===== src/rtl/sqs_pkg.sv =====
// Package for the sample quantizer: field widths, datapath widths,
// register indexes and the structs passed between the top level and its units.
// No dependencies.
package sqs_pkg;

    localparam int W_SMP  = 32;            // Q16.16 sample and range ends
    localparam int W_CODE = 16;            // output code
    localparam int W_TOT  = 32;            // clip totals as seen on the ports
    localparam int W_DIF  = W_SMP + 1;     // signed difference of two samples
    localparam int D_W    = W_SMP;         // divisor: |span| < 2^32
    localparam int Q_W    = W_CODE + 1;    // quotient, also multiplier width
    localparam int P_W    = D_W + Q_W;     // product n * m

    localparam logic [1:0] REG_RANGE_LOW  = 2'd0;
    localparam logic [1:0] REG_RANGE_HIGH = 2'd1;
    localparam logic [1:0] REG_MAX_CODE   = 2'd2;
    localparam logic [1:0] REG_MASK_MODE  = 2'd3;

    localparam logic signed [W_SMP-1:0] SMP_MAX = {1'b0, {(W_SMP-1){1'b1}}};
    localparam logic signed [W_SMP-1:0] SMP_MIN = {1'b1, {(W_SMP-1){1'b0}}};

    // signed zero, so compares against differences stay signed
    localparam logic signed [W_DIF-1:0] DIF_ZERO = '0;

    // one finished sample, committed to the statistics
    typedef struct packed {
        logic                    restart;
        logic signed [W_SMP-1:0] sample;
        logic [W_CODE-1:0]       code;
        logic                    low_clip;
        logic                    high_clip;
    } t_upd;

    // statistics as they stand with the committed sample included
    typedef struct packed {
        logic signed [W_SMP-1:0] in_min;
        logic signed [W_SMP-1:0] in_max;
        logic [W_CODE-1:0]       code_min;
        logic [W_CODE-1:0]       code_max;
        logic [W_TOT-1:0]        low_total;
        logic [W_TOT-1:0]        high_total;
    } t_stats;

endpackage


===== src/rtl/sqs_div.sv =====
// Restoring radix-2 divider, one quotient bit per cycle through a single
// compare/subtract unit. Dividend must satisfy dividend >> Q_W < divisor.
// Depends on sqs_pkg.
module sqs_div (
    input  logic                       i_clk,
    input  logic                       i_rst_n,
    input  logic                       i_start,
    input  logic [sqs_pkg::P_W-1:0]    i_dividend,
    input  logic [sqs_pkg::D_W-1:0]    i_divisor,
    output logic                       o_done,
    output logic [sqs_pkg::Q_W-1:0]    o_quot,
    output logic [sqs_pkg::D_W-1:0]    o_rem
);

    localparam int CW = $clog2(sqs_pkg::Q_W + 1);

    logic [sqs_pkg::D_W-1:0] r_rem;
    logic [sqs_pkg::Q_W-1:0] r_low;   // dividend bits going in, quotient bits coming out
    logic [sqs_pkg::D_W-1:0] r_dvs;
    logic [CW-1:0]           r_cnt;
    logic                    r_busy;
    logic                    r_done;

    logic [sqs_pkg::D_W:0] trial;
    logic [sqs_pkg::D_W:0] diff;
    logic                  ge;

    assign trial = {r_rem, r_low[sqs_pkg::Q_W-1]};
    assign ge    = trial >= {1'b0, r_dvs};
    assign diff  = trial - {1'b0, r_dvs};

    always_ff @(posedge i_clk) begin
        if (!i_rst_n) begin
            r_busy <= 1'b0;
            r_done <= 1'b0;
            r_cnt  <= '0;
        end else begin
            r_done <= 1'b0;
            if (i_start) begin
                r_busy <= 1'b1;
                r_cnt  <= CW'(sqs_pkg::Q_W);
                r_rem  <= i_dividend[sqs_pkg::P_W-1:sqs_pkg::Q_W];
                r_low  <= i_dividend[sqs_pkg::Q_W-1:0];
                r_dvs  <= i_divisor;
            end else if (r_busy) begin
                r_rem <= ge ? diff[sqs_pkg::D_W-1:0] : trial[sqs_pkg::D_W-1:0];
                r_low <= {r_low[sqs_pkg::Q_W-2:0], ge};
                r_cnt <= r_cnt - CW'(1);
                if (r_cnt == CW'(1)) begin
                    r_busy <= 1'b0;
                    r_done <= 1'b1;
                end
            end
        end
    end

    assign o_done = r_done;
    assign o_quot = r_low;
    assign o_rem  = r_rem;

endmodule


===== src/rtl/sqs_stats.sv =====
// Running minimum/maximum of samples and codes, and saturating clip counters.
// Presents the updated values combinationally; they are stored on commit.
// Depends on sqs_pkg.
module sqs_stats #(
    parameter int COUNT_BITS = 32
) (
    input  logic                  i_clk,
    input  logic                  i_rst_n,
    input  logic                  i_commit,
    input  sqs_pkg::t_upd         i_upd,
    output sqs_pkg::t_stats       o_next
);

    logic signed [sqs_pkg::W_SMP-1:0] r_in_min,   n_in_min;
    logic signed [sqs_pkg::W_SMP-1:0] r_in_max,   n_in_max;
    logic [sqs_pkg::W_CODE-1:0]       r_code_min, n_code_min;
    logic [sqs_pkg::W_CODE-1:0]       r_code_max, n_code_max;
    logic [COUNT_BITS-1:0]            r_low_cnt,  n_low_cnt;
    logic [COUNT_BITS-1:0]            r_high_cnt, n_high_cnt;

    logic signed [sqs_pkg::W_SMP-1:0] b_in_min, b_in_max;
    logic [sqs_pkg::W_CODE-1:0]       b_code_min, b_code_max;
    logic [COUNT_BITS-1:0]            b_low_cnt, b_high_cnt;

    always_comb begin
        // restart: start from reset values, then take this sample as usual
        b_in_min   = i_upd.restart ? sqs_pkg::SMP_MAX : r_in_min;
        b_in_max   = i_upd.restart ? sqs_pkg::SMP_MIN : r_in_max;
        b_code_min = i_upd.restart ? {sqs_pkg::W_CODE{1'b1}} : r_code_min;
        b_code_max = i_upd.restart ? '0 : r_code_max;
        b_low_cnt  = i_upd.restart ? '0 : r_low_cnt;
        b_high_cnt = i_upd.restart ? '0 : r_high_cnt;

        n_in_min   = (i_upd.sample < b_in_min) ? i_upd.sample : b_in_min;
        n_in_max   = (i_upd.sample > b_in_max) ? i_upd.sample : b_in_max;
        n_code_min = (i_upd.code < b_code_min) ? i_upd.code : b_code_min;
        n_code_max = (i_upd.code > b_code_max) ? i_upd.code : b_code_max;
        n_low_cnt  = (i_upd.low_clip && (b_low_cnt != '1))
                   ? b_low_cnt + COUNT_BITS'(1) : b_low_cnt;
        n_high_cnt = (i_upd.high_clip && (b_high_cnt != '1))
                   ? b_high_cnt + COUNT_BITS'(1) : b_high_cnt;
    end

    always_ff @(posedge i_clk) begin
        if (!i_rst_n) begin
            r_in_min   <= sqs_pkg::SMP_MAX;
            r_in_max   <= sqs_pkg::SMP_MIN;
            r_code_min <= {sqs_pkg::W_CODE{1'b1}};
            r_code_max <= '0;
            r_low_cnt  <= '0;
            r_high_cnt <= '0;
        end else if (i_commit) begin
            r_in_min   <= n_in_min;
            r_in_max   <= n_in_max;
            r_code_min <= n_code_min;
            r_code_max <= n_code_max;
            r_low_cnt  <= n_low_cnt;
            r_high_cnt <= n_high_cnt;
        end
    end

    assign o_next.in_min   = n_in_min;
    assign o_next.in_max   = n_in_max;
    assign o_next.code_min = n_code_min;
    assign o_next.code_max = n_code_max;

    // ports carry the low bits of the counters, zero-extended when the counters are narrower
    if (COUNT_BITS >= sqs_pkg::W_TOT) begin : g_wide
        assign o_next.low_total  = n_low_cnt[sqs_pkg::W_TOT-1:0];
        assign o_next.high_total = n_high_cnt[sqs_pkg::W_TOT-1:0];
    end else begin : g_narrow
        assign o_next.low_total  = {{(sqs_pkg::W_TOT-COUNT_BITS){1'b0}}, n_low_cnt};
        assign o_next.high_total = {{(sqs_pkg::W_TOT-COUNT_BITS){1'b0}}, n_high_cnt};
    end

endmodule


===== src/rtl/sample_quantizer_with_stats.sv =====
// Top level of the linear range quantizer with clipping and running statistics:
// APB register file, sequencer, multiply front end and output register.
// Depends on sqs_pkg, sqs_div and sqs_stats.
//
//   channel   | handshake             | payload
//   ----------+-----------------------+------------------------------------------
//   sample in | i_valid / o_ready     | i_sample_in, i_restart_stats
//   result    | o_valid / i_ready     | o_code_out, clip flags, running stats
//   config    | psel, penable, pwrite | paddr, pwdata, prdata, pready (always 1)
//
// A sample inside the range goes from transfer to result through the set-up states
// S_DIFF, S_ABS and S_CLASS (differences, sign fix, classify and multiply), the divider,
// a wait on the divider's done flag, a rounding state and the load of the output register;
// the next transfer is taken only once the sequencer is back in idle. Clipped samples and
// equal range ends skip the divider and the rounding. o_ready is high only while the
// sequencer is idle; a result waiting on i_ready holds the next sample in its output state. Sync reset.
module sample_quantizer_with_stats #(
    parameter int COUNT_BITS = 32
) (
    input  logic                               i_clk,
    input  logic                               i_rst_n,
    // sample channel
    input  logic                               i_valid,
    output logic                               o_ready,
    input  logic signed [sqs_pkg::W_SMP-1:0]   i_sample_in,
    input  logic                               i_restart_stats,
    // result channel
    output logic                               o_valid,
    input  logic                               i_ready,
    output logic [sqs_pkg::W_CODE-1:0]         o_code_out,
    output logic                               o_clipped_low,
    output logic                               o_clipped_high,
    output logic signed [sqs_pkg::W_SMP-1:0]   o_seen_in_min,
    output logic signed [sqs_pkg::W_SMP-1:0]   o_seen_in_max,
    output logic [sqs_pkg::W_CODE-1:0]         o_seen_code_min,
    output logic [sqs_pkg::W_CODE-1:0]         o_seen_code_max,
    output logic [sqs_pkg::W_TOT-1:0]          o_low_clip_total,
    output logic [sqs_pkg::W_TOT-1:0]          o_high_clip_total,
    // configuration
    input  logic                               psel,
    input  logic                               penable,
    input  logic                               pwrite,
    input  logic [3:0]                         paddr,
    input  logic [31:0]                        pwdata,
    output logic [31:0]                        prdata,
    output logic                               pready
);

    typedef enum logic [2:0] {
        S_IDLE, S_DIFF, S_ABS, S_CLASS, S_DIV, S_RND, S_OUT
    } t_state;

    // configuration registers
    logic signed [sqs_pkg::W_SMP-1:0] r_range_low;
    logic signed [sqs_pkg::W_SMP-1:0] r_range_high;
    logic [sqs_pkg::W_CODE-1:0]       r_max_code;
    logic                             r_mask_mode;

    logic [1:0] reg_idx;
    logic       cfg_wr;

    assign pready  = 1'b1;
    assign reg_idx = paddr[3:2];
    assign cfg_wr  = psel && penable && pwrite;

    always_ff @(posedge i_clk) begin
        if (!i_rst_n) begin
            r_range_low  <= '0;
            r_range_high <= sqs_pkg::W_SMP'(65536);
            r_max_code   <= sqs_pkg::W_CODE'(255);
            r_mask_mode  <= 1'b0;
        end else if (cfg_wr) begin
            unique case (reg_idx)
                sqs_pkg::REG_RANGE_LOW:  r_range_low  <= pwdata;
                sqs_pkg::REG_RANGE_HIGH: r_range_high <= pwdata;
                sqs_pkg::REG_MAX_CODE:   r_max_code   <= pwdata[sqs_pkg::W_CODE-1:0];
                sqs_pkg::REG_MASK_MODE:  r_mask_mode  <= pwdata[0];
                default: ;
            endcase
        end
    end

    always_comb begin
        unique case (reg_idx)
            sqs_pkg::REG_RANGE_LOW:  prdata = r_range_low;
            sqs_pkg::REG_RANGE_HIGH: prdata = r_range_high;
            sqs_pkg::REG_MAX_CODE:   prdata = {16'd0, r_max_code};
            sqs_pkg::REG_MASK_MODE:  prdata = {31'd0, r_mask_mode};
            default:                 prdata = '0;
        endcase
    end

    // sequencer and datapath
    t_state                           r_state;
    logic signed [sqs_pkg::W_SMP-1:0] r_sample;
    logic                             r_restart;
    logic signed [sqs_pkg::W_DIF-1:0] r_num;
    logic signed [sqs_pkg::W_DIF-1:0] r_den;
    logic [sqs_pkg::W_CODE-1:0]       r_code;
    logic                             r_lowc;
    logic                             r_highc;
    logic                             r_out_valid;

    logic                       in_xfer;
    logic                       commit;
    logic                       div_start;
    logic                       div_done;
    logic [sqs_pkg::Q_W-1:0]    quot;
    logic [sqs_pkg::D_W-1:0]    rem;
    logic [sqs_pkg::Q_W-1:0]    mult;
    logic [sqs_pkg::P_W-1:0]    prod;
    logic                       in_range;
    logic [sqs_pkg::Q_W-1:0]    q_rnd;
    logic                       rnd_up;
    sqs_pkg::t_upd              upd;
    sqs_pkg::t_stats            nxt;

    assign o_ready = (r_state == S_IDLE);
    assign in_xfer = i_valid && o_ready;
    assign commit  = (r_state == S_OUT) && (!r_out_valid || i_ready);

    // r_num and r_den are sign-corrected here: r_den >= 0
    assign in_range  = (r_den != sqs_pkg::DIF_ZERO) && (r_num > sqs_pkg::DIF_ZERO)
                       && (r_num < r_den);
    assign mult      = r_mask_mode ? {1'b0, r_max_code}
                                   : {1'b0, r_max_code} + sqs_pkg::Q_W'(1);
    assign prod      = r_num[sqs_pkg::D_W-1:0] * mult;
    assign div_start = (r_state == S_CLASS) && in_range;

    sqs_div u_div (
        .i_clk      (i_clk),
        .i_rst_n    (i_rst_n),
        .i_start    (div_start),
        .i_dividend (prod),
        .i_divisor  (r_den[sqs_pkg::D_W-1:0]),
        .o_done     (div_done),
        .o_quot     (quot),
        .o_rem      (rem)
    );

    // mask mode: round to nearest, halves toward the nearer end of the code range
    always_comb begin
        rnd_up = 1'b0;
        if (r_mask_mode) begin
            if ({rem, 1'b0} > {1'b0, r_den[sqs_pkg::D_W-1:0]}) begin
                rnd_up = 1'b1;
            end else if (({rem, 1'b0} == {1'b0, r_den[sqs_pkg::D_W-1:0]}) && (rem != '0)
                         && ({r_num[sqs_pkg::D_W-1:0], 1'b0}
                             >= {1'b0, r_den[sqs_pkg::D_W-1:0]})) begin
                rnd_up = 1'b1;
            end
        end
        q_rnd = quot + sqs_pkg::Q_W'(rnd_up);
    end

    always_ff @(posedge i_clk) begin
        if (!i_rst_n) begin
            r_state     <= S_IDLE;
            r_out_valid <= 1'b0;
        end else begin
            if (commit) begin
                r_out_valid <= 1'b1;
            end else if (o_valid && i_ready) begin
                r_out_valid <= 1'b0;
            end
            unique case (r_state)
                S_IDLE: begin
                    if (in_xfer) begin
                        r_sample  <= i_sample_in;
                        r_restart <= i_restart_stats;
                        r_state   <= S_DIFF;
                    end
                end
                S_DIFF: begin
                    r_num   <= sqs_pkg::W_DIF'(r_sample) - sqs_pkg::W_DIF'(r_range_low);
                    r_den   <= sqs_pkg::W_DIF'(r_range_high) - sqs_pkg::W_DIF'(r_range_low);
                    r_state <= S_ABS;
                end
                S_ABS: begin
                    // reversed ends: flip both so the span is positive
                    if (r_den < sqs_pkg::DIF_ZERO) begin
                        r_num <= -r_num;
                        r_den <= -r_den;
                    end
                    r_state <= S_CLASS;
                end
                S_CLASS: begin
                    r_lowc  <= 1'b0;
                    r_highc <= 1'b0;
                    if (r_den == sqs_pkg::DIF_ZERO) begin
                        r_code  <= r_max_code >> 1;
                        r_state <= S_OUT;
                    end else if (r_num <= sqs_pkg::DIF_ZERO) begin
                        r_code  <= '0;
                        r_lowc  <= 1'b1;
                        r_state <= S_OUT;
                    end else if (r_num >= r_den) begin
                        r_code  <= r_max_code;
                        r_highc <= 1'b1;
                        r_state <= S_OUT;
                    end else begin
                        r_state <= S_DIV;
                    end
                end
                S_DIV: begin
                    if (div_done) begin
                        r_state <= S_RND;
                    end
                end
                S_RND: begin
                    r_code  <= (q_rnd > {1'b0, r_max_code}) ? r_max_code
                                                            : q_rnd[sqs_pkg::W_CODE-1:0];
                    r_state <= S_OUT;
                end
                S_OUT: begin
                    if (commit) begin
                        o_code_out        <= r_code;
                        o_clipped_low     <= r_lowc;
                        o_clipped_high    <= r_highc;
                        o_seen_in_min     <= nxt.in_min;
                        o_seen_in_max     <= nxt.in_max;
                        o_seen_code_min   <= nxt.code_min;
                        o_seen_code_max   <= nxt.code_max;
                        o_low_clip_total  <= nxt.low_total;
                        o_high_clip_total <= nxt.high_total;
                        r_state           <= S_IDLE;
                    end
                end
                default: r_state <= S_IDLE;
            endcase
        end
    end

    assign o_valid = r_out_valid;

    assign upd.restart   = r_restart;
    assign upd.sample    = r_sample;
    assign upd.code      = r_code;
    assign upd.low_clip  = r_lowc;
    assign upd.high_clip = r_highc;

    sqs_stats #(
        .COUNT_BITS (COUNT_BITS)
    ) u_stats (
        .i_clk    (i_clk),
        .i_rst_n  (i_rst_n),
        .i_commit (commit),
        .i_upd    (upd),
        .o_next   (nxt)
    );

endmodule


===== config.mk =====
export PLATFORM = sky130hd
export DESIGN_NAME = sample_quantizer_with_stats
export DESIGN_NICKNAME = d
export VERILOG_FILES = /design/src/rtl/sqs_pkg.sv /design/src/rtl/sqs_div.sv /design/src/rtl/sqs_stats.sv /design/src/rtl/sample_quantizer_with_stats.sv
export SDC_FILE = /design/constraint.sdc
export NUM_CORES = 2
export LEC_CHECK = 0
export BUFFER_PORTS_ARGS = -buffer_cell sky130_fd_sc_hd__buf_2
export CAP_MARGIN = 10
export CORE_UTILIZATION = 45
export DETAILED_ROUTE_END_ITERATION = 7
export GPL_TIMING_DRIVEN = 0
export REMOVE_ABC_BUFFERS = 1
export SETUP_SLACK_MARGIN = 0.15
export SLEW_MARGIN = 10
export SYNTH_ARGS = -nofsm -noshare
export SYNTH_HDL_FRONTEND = slang
export SYNTH_HIERARCHICAL = 1
export SYNTH_SLANG_ARGS = --single-unit

===== constraint.sdc =====
create_clock -name i_clk -period 11.25 [get_ports i_clk]
set_clock_uncertainty 0.15 [all_clocks]
set_input_delay 0.5625 -clock i_clk [delete_from_list [all_inputs] [get_ports i_clk]]
set_output_delay 0.5625 -clock i_clk [all_outputs]
set_load 0.005 [all_outputs]

* Word-level counts from Yosys, hierarchy flattened
Cells that the tools add are included.
** Word-level totals
- Flip-flop bits (word level) :: 628
- Logic and storage cells :: 165
** Cells by class
- Add/subtract/negate cells :: 10
- Multiply operators :: 1
- Order comparisons :: 13
- Equality and inequality tests :: 18
- Mux-type cells :: 48
- Bitwise gates (word level) :: 2
- Reduce and logical (&&, ||, !) cells :: 38
** Operators by type and width (number)
- $mux W32 :: 11
- $pmux W33 S2 :: 2
- $mux W16 :: 8
- $pmux W32 S4 :: 1
- $ge A33 B32 Y1 :: 2
- $mux W33 :: 2
- $neg A33 Y33 :: 2
- $sub A32 B32 Y33 :: 2
- $add A32 B1 Y32 const B :: 2
- $ne A32 B32 Y1 const B :: 2
- $mux W17 :: 3
- $mul A32 B17 Y49 :: 1
- $eq A33 B32 Y1 :: 1
- $ge A33 B33 Y1 :: 1
- $gt A33 B1 Y1 const B :: 1
- $gt A33 B32 Y1 :: 1
- $le A33 B1 Y1 const B :: 1
- $logic_not A33 Y1 :: 1
- $lt A33 B1 Y1 const B :: 1
- $lt A33 B33 Y1 :: 1
- $reduce_bool A33 Y1 :: 1
- $gt A32 B32 Y1 :: 1
- $lt A32 B32 Y1 :: 1
- $pmux W16 S2 :: 1
- 33 further kinds :: 80

* Longest topological paths before layout
- Depth in word-level cells :: 10
- Mapped depth :: 35
- Gate-level depth less buffers :: 33

* Hierarchy
Netlist, hierarchy kept.
** Modules (own cells, without submodules)
- sample_quantizer_with_stats :: instances 1, cells an instance 4160, area an instance 38572.0 sq um
- sqs_stats :: instances 1, cells an instance 1457, area an instance 11454.7 sq um
- sqs_div :: instances 1, cells an instance 516, area an instance 5509.0 sq um

* Worst setup path before layout
No wires, ideal clock.
- Path type :: register to register
- Start :: register r_max_code[2] (netlist bit)
- End :: register u_div.r_rem (netlist bit u_div/o_rem[28]) (data pin)
- Setup time :: 261 ps
- Arrival :: 7871 ps
- Slack :: 2968 ps
- Cell stages (with the launch flop) :: 32
- Buffers on the path :: 2
- Clock period less this slack :: 8282 ps
- Path through :: dfxtp_1 > inv_1 > nor2_1 > nand3_1 > nor2_1 > nand4_1 > nor4_1 > xnor2_1 > clkbuf_1 > nand2_1 > fa_1 > fa_1 > inv_1 > fa_1 > fa_1 > fa_1 > inv_1 > fa_1 > inv_1 > ha_1 > buf_2 > a21oi_2 > o211ai_1 > a32oi_2 > a21oi_2 > a31o_4 > a21bo_1 > a311o_1 > nor3b_1 > a31oi_1 > xnor2_1 > a221o_1
** On the way
- Word-level cells in the longest chain between the ends :: 4
** Ends and longest elaborated chain
- start: declaration :: RTL line sample_quantizer_with_stats.sv:56 : logic [sqs_pkg::W_CODE-1:0] r_max_code;
- start signal: assignment :: RTL line sample_quantizer_with_stats.sv:70 : r_max_code <= sqs_pkg::W_CODE'(255);
- start signal: assignment :: RTL line sample_quantizer_with_stats.sv:76 : sqs_pkg::REG_MAX_CODE: r_max_code <= pwdata[sqs_pkg::W_CODE-1:0];
- $add A16 B1 Y17 :: RTL line sample_quantizer_with_stats.sv:126 : : {1'b0, r_max_code} + sqs_pkg::Q_W'(1);
- $mux W17 * :: RTL line sample_quantizer_with_stats.sv:125 : assign mult = r_mask_mode ? {1'b0, r_max_code}
- $mul A32 B17 Y49 * :: RTL line sample_quantizer_with_stats.sv:127 : assign prod = r_num[sqs_pkg::D_W-1:0] * mult;
- named net prod (one bit) :: RTL line sample_quantizer_with_stats.sv:111 : logic [sqs_pkg::P_W-1:0] prod;
- $mux W32 * :: RTL line sqs_div.sv:39 : if (i_start) begin
- end signal: assignment :: RTL line sqs_div.sv:42 : r_rem <= i_dividend[sqs_pkg::P_W-1:sqs_pkg::Q_W];
- end signal: assignment :: RTL line sqs_div.sv:46 : r_rem <= ge ? diff[sqs_pkg::D_W-1:0] : trial[sqs_pkg::D_W-1:0];
- end: declaration :: RTL line sqs_div.sv:17 : logic [sqs_pkg::D_W-1:0] r_rem;
Mark *: on every way through the listed nets, which the timed path passes. The rest lies on a longest branch.
A chain may end at the register's enable or synchronous reset.

* Final worst setup path
- Start :: register r_max_code[2] (netlist bit)
- End :: register u_div.r_rem (netlist bit u_div/o_rem[24]) (data pin)
Same word-level chain as after synthesis.

==> impl_metrics.env <==
export IMPL_fin_nets=7226
export IMPL_worst_path_buf_inv=5
export IMPL_grt_pass1_wl_um=249000
export IMPL_yosys_warnings=6
export IMPL_status="completed"
export IMPL_finalCritPeriodShare_pct=85.2
export IMPL_cts_setup_buffers=0
export IMPL_rows=128
export IMPL_clock_sinks=628
export IMPL_setup_violations=0
export IMPL_worstMarginPinSlew_ns=1.35
export IMPL_path_clk_slew_ns=0.06
export IMPL_grtUsageTotal_pct=25.1
export IMPL_post_dp_cell_area_um2=59100
export IMPL_synth_edff_count=376
export IMPL_cts_root_buffer="clkbuf_16"
export IMPL_hpwl_um=120000
export IMPL_max_stage_delay_ns=0.66
export IMPL_post_route_cell_area_um2=61800
export IMPL_pwr_density_cell_nw_per_um2=125
export IMPL_hold_violations=0
export IMPL_timing_fmax_mhz=104
export IMPL_drive_above_1_share_pct=9.21
export IMPL_cts_buffer_depth=3
export IMPL_fillers=11500
export IMPL_h_tree_depth=3
export IMPL_rsz0062_at_grt="false"
export IMPL_syn_to_final_growth_pct=11.2
export IMPL_fin_util_pct=50.6
export IMPL_antenna_found_initial=18
export IMPL_initial_core_util_pct=45.5
export IMPL_cts_tree="built"
export IMPL_relSlewSlack_pct=10.0
export IMPL_dieHeight_um=353
export IMPL_grt_pass1_vias=43900
export IMPL_path_class="reg2reg"
export IMPL_worstSkewPairLatency_ns=0.63
export IMPL_ys_ff_latch=628
export IMPL_num_vias=44700
export IMPL_synth_async_reset_ratio_pct=0
export IMPL_end_kind="register"
export IMPL_drv_cap=0
export IMPL_wl_per_cell_um=19.7
export IMPL_cp_max_fo=15
export IMPL_fin_crit_ns=9.59
export IMPL_core_area_um2=122000
export IMPL_peakVddDrop_uv=128
export IMPL_startpoint_type="register"
export IMPL_syn_avg_cell_area_um2=9.06
export IMPL_drc=0
export IMPL_dieArea_um2=125000
export IMPL_synthCells=6133
export IMPL_worst_ep_required_time_ns=11.47
export IMPL_die_w_um=353
export IMPL_worstHoldPathType="in2reg"
export IMPL_synth_area_um2=55500
export IMPL_p_leak_nw=26.6
export IMPL_finalNonFillerCells=7956
export IMPL_cts_resized=0
export IMPL_path_delay_family="adder cells"
export IMPL_port_buffers=285
export IMPL_ant_nets=0
export IMPL_cp_slowest_cell="nor4_1"
export IMPL_cts_buffers=67
export IMPL_slew_viol_final=0
export IMPL_pin_count=289
export IMPL_finalWirelength_um=157000
export IMPL_grt_max_degree=85
export IMPL_drtIter0Drc=3317
export IMPL_dp_cells=7781
export IMPL_setup_tns_ns=0
export IMPL_grt_ovfl_total=0
export IMPL_gp_routability_congestion=0.914
export IMPL_yosysSeqAreaShare_pct=29.4
export IMPL_drt_pass1_iterations=6
export IMPL_synth_flop_cell="edfxtp_1"
export IMPL_cpMostUsedCell="fa_1"
export IMPL_viasPerCell=5.62
export IMPL_synth_cell_types=108
export IMPL_arrival_ns=9.81
worst paths after layout:
path,from,to,slack (ns),cells after the start
min,pwdata[16],r_range_low[16]$_SDFFE_PN0P_,0.03,3
max,r_max_code[2]$_SDFFE_PN1P_,u_div/o_rem[24]$_DFFE_PP_,1.66,30
min reg2reg,u_stats/r_in_min[31]$_SDFFE_PN0P_,u_stats/r_in_min[31]$_SDFFE_PN0P_,0.31,2
max reg2reg,r_max_code[2]$_SDFFE_PN1P_,u_div/o_rem[24]$_DFFE_PP_,1.66,30
cell type report:
class / instances / area, um^2 / area share (%)
antenna: 14 / 35.0 / 0.0567
timing repair buffer: 399 / 3030 / 4.91
multi-input combinational: 4375 / 35100 / 56.8
sequential: 628 / 16300 / 26.4
clock inverter: 34 / 363 / 0.587
inverter: 792 / 2980 / 4.82
tap: 1625 / 2030 / 3.29
clock buffer: 89 / 1880 / 3.05
cell families after synthesis:
family	count (synthesis)	share of synthesized area, %
other	1	0.00675
buffers and inverters	1130	7.78
adders and majority gates	887	26.1
AOI/OAI and AO/OA	1131	13.5
xor gates and xnor gates	260	4.11
and+or+nand+nor	1976	16.9
DFF	628	29.4
muxes	120	2.23
sequential cells by signal, indices dropped and copies added (netlist names), 17 cells and up:
name	flops
r_den	33
r_num	33
o_high_clip_total	32
o_low_clip_total	32
o_seen_in_max	32
o_seen_in_min	32
r_range_high	32
r_range_low	32
r_sample	32
u_div/o_rem	32
u_div/r_dvs	32
u_stats/r_high_cnt	32
u_stats/r_in_max	32
u_stats/r_in_min	32
u_stats/r_low_cnt	32
u_div/o_quot	17
cells in the final DEF, fill, tap and decap left out, types with 35 or more instances in the layout:
cell	netlist	layout
o22ai_1	38	38
o21ai_0	204	203
a21o_1	107	107
nand2_1	872	868
ha_1	435	435
buf_2	33	283
mux2i_1	98	98
nand3_1	88	88
edfxtp_1	376	376
nor3_1	79	77
nor2b_1	60	59
a21oi_1	334	334
xor2_1	102	102
clkbuf_16	0	73
fa_1	452	452
inv_1	791	787
o22a_1	49	49
nand4_1	97	97
dfxtp_1	252	252
xnor2_1	157	143
o21a_1	37	35
and2_1	178	175
or3_1	40	39
nor4_1	53	52
a211oi_1	39	39
nand2b_1	36	36
nor2_1	340	339
a31oi_1	41	41
Yosys cell counts (32+ instances only):
cell type | instances | area share, %
nand4_1 | 97 | 1.1
o22a_1 | 49 | 0.77
o22ai_1 | 38 | 0.43
edfxtp_1 | 376 | 20
a21oi_1 | 334 | 3.0
fa_1 | 452 | 16
nor2_1 | 340 | 2.3
o211ai_1 | 33 | 0.45
o21a_1 | 37 | 0.50
xnor2_1 | 157 | 2.5
inv_1 | 791 | 5.3
xor2_1 | 102 | 1.6
mux2i_1 | 98 | 1.8
dfxtp_1 | 252 | 9.1
ha_1 | 435 | 9.8
and2_1 | 178 | 2.0
a21o_1 | 107 | 1.4
nor3_1 | 79 | 0.71
and3_1 | 37 | 0.42
buf_2 | 33 | 0.30
nor4_1 | 53 | 0.60
nand2_1 | 872 | 5.9
nand3_1 | 88 | 0.79
a31oi_1 | 41 | 0.46
o21ai_0 | 204 | 1.8
or3_1 | 40 | 0.45
clkbuf_1 | 282 | 1.9
o32a_1 | 32 | 0.58
nand2b_1 | 36 | 0.41
a211oi_1 | 39 | 0.53
nor2b_1 | 60 | 0.68
where the power goes:
part | total (mW) | internal (mW) | leakage [nW] | switching (mW)
Clock | 2.30 | 1.33 | 1.09 | 0.973
Combinational | 2.79 | 1.11 | 20.1 | 1.68
Sequential | 2.63 | 2.50 | 5.36 | 0.135
Total | 7.72 | 4.93 | 26.6 | 2.78
what timing repair did:
item | 4_1_cts | 5_1_grt
hold endpoints to repair | 34 | 0
setup endpoints to repair | 0 | 0
hold buffers | 34 | 0
through the flow:
| stage | power (mW) | setup slack (ns) | hold slack, ns |
|---|---|---|---|
| after floorplan | 4.71 | 1.89 | 0.284 |
| after global placement | 5.40 | -3.26 | 0.292 |
| after detailed placement | 5.45 | 1.82 | 0.307 |
| after CTS | 7.77 | 1.78 | 0.00343 |
| after global routing | 8.28 | 1.24 | 0.00649 |
| final | 7.72 | 1.66 | 0.0323 |
worst min-delay path, stage by stage:
cell	delay, ns
buf_2	0.11
nand2_1	0.05
a21oi_1	0.05
per-layer routing:
layer	track usage [%]	vias to the layer above	share of wire [%]
li1	-	21100	-
met1	34.0	22000	44
met2	40.5	1317	47
met3	3.54	280	5.8
met4	9.62	4	3.8
met5	0	-	0.020
Power figures use the tool's default switching activity.
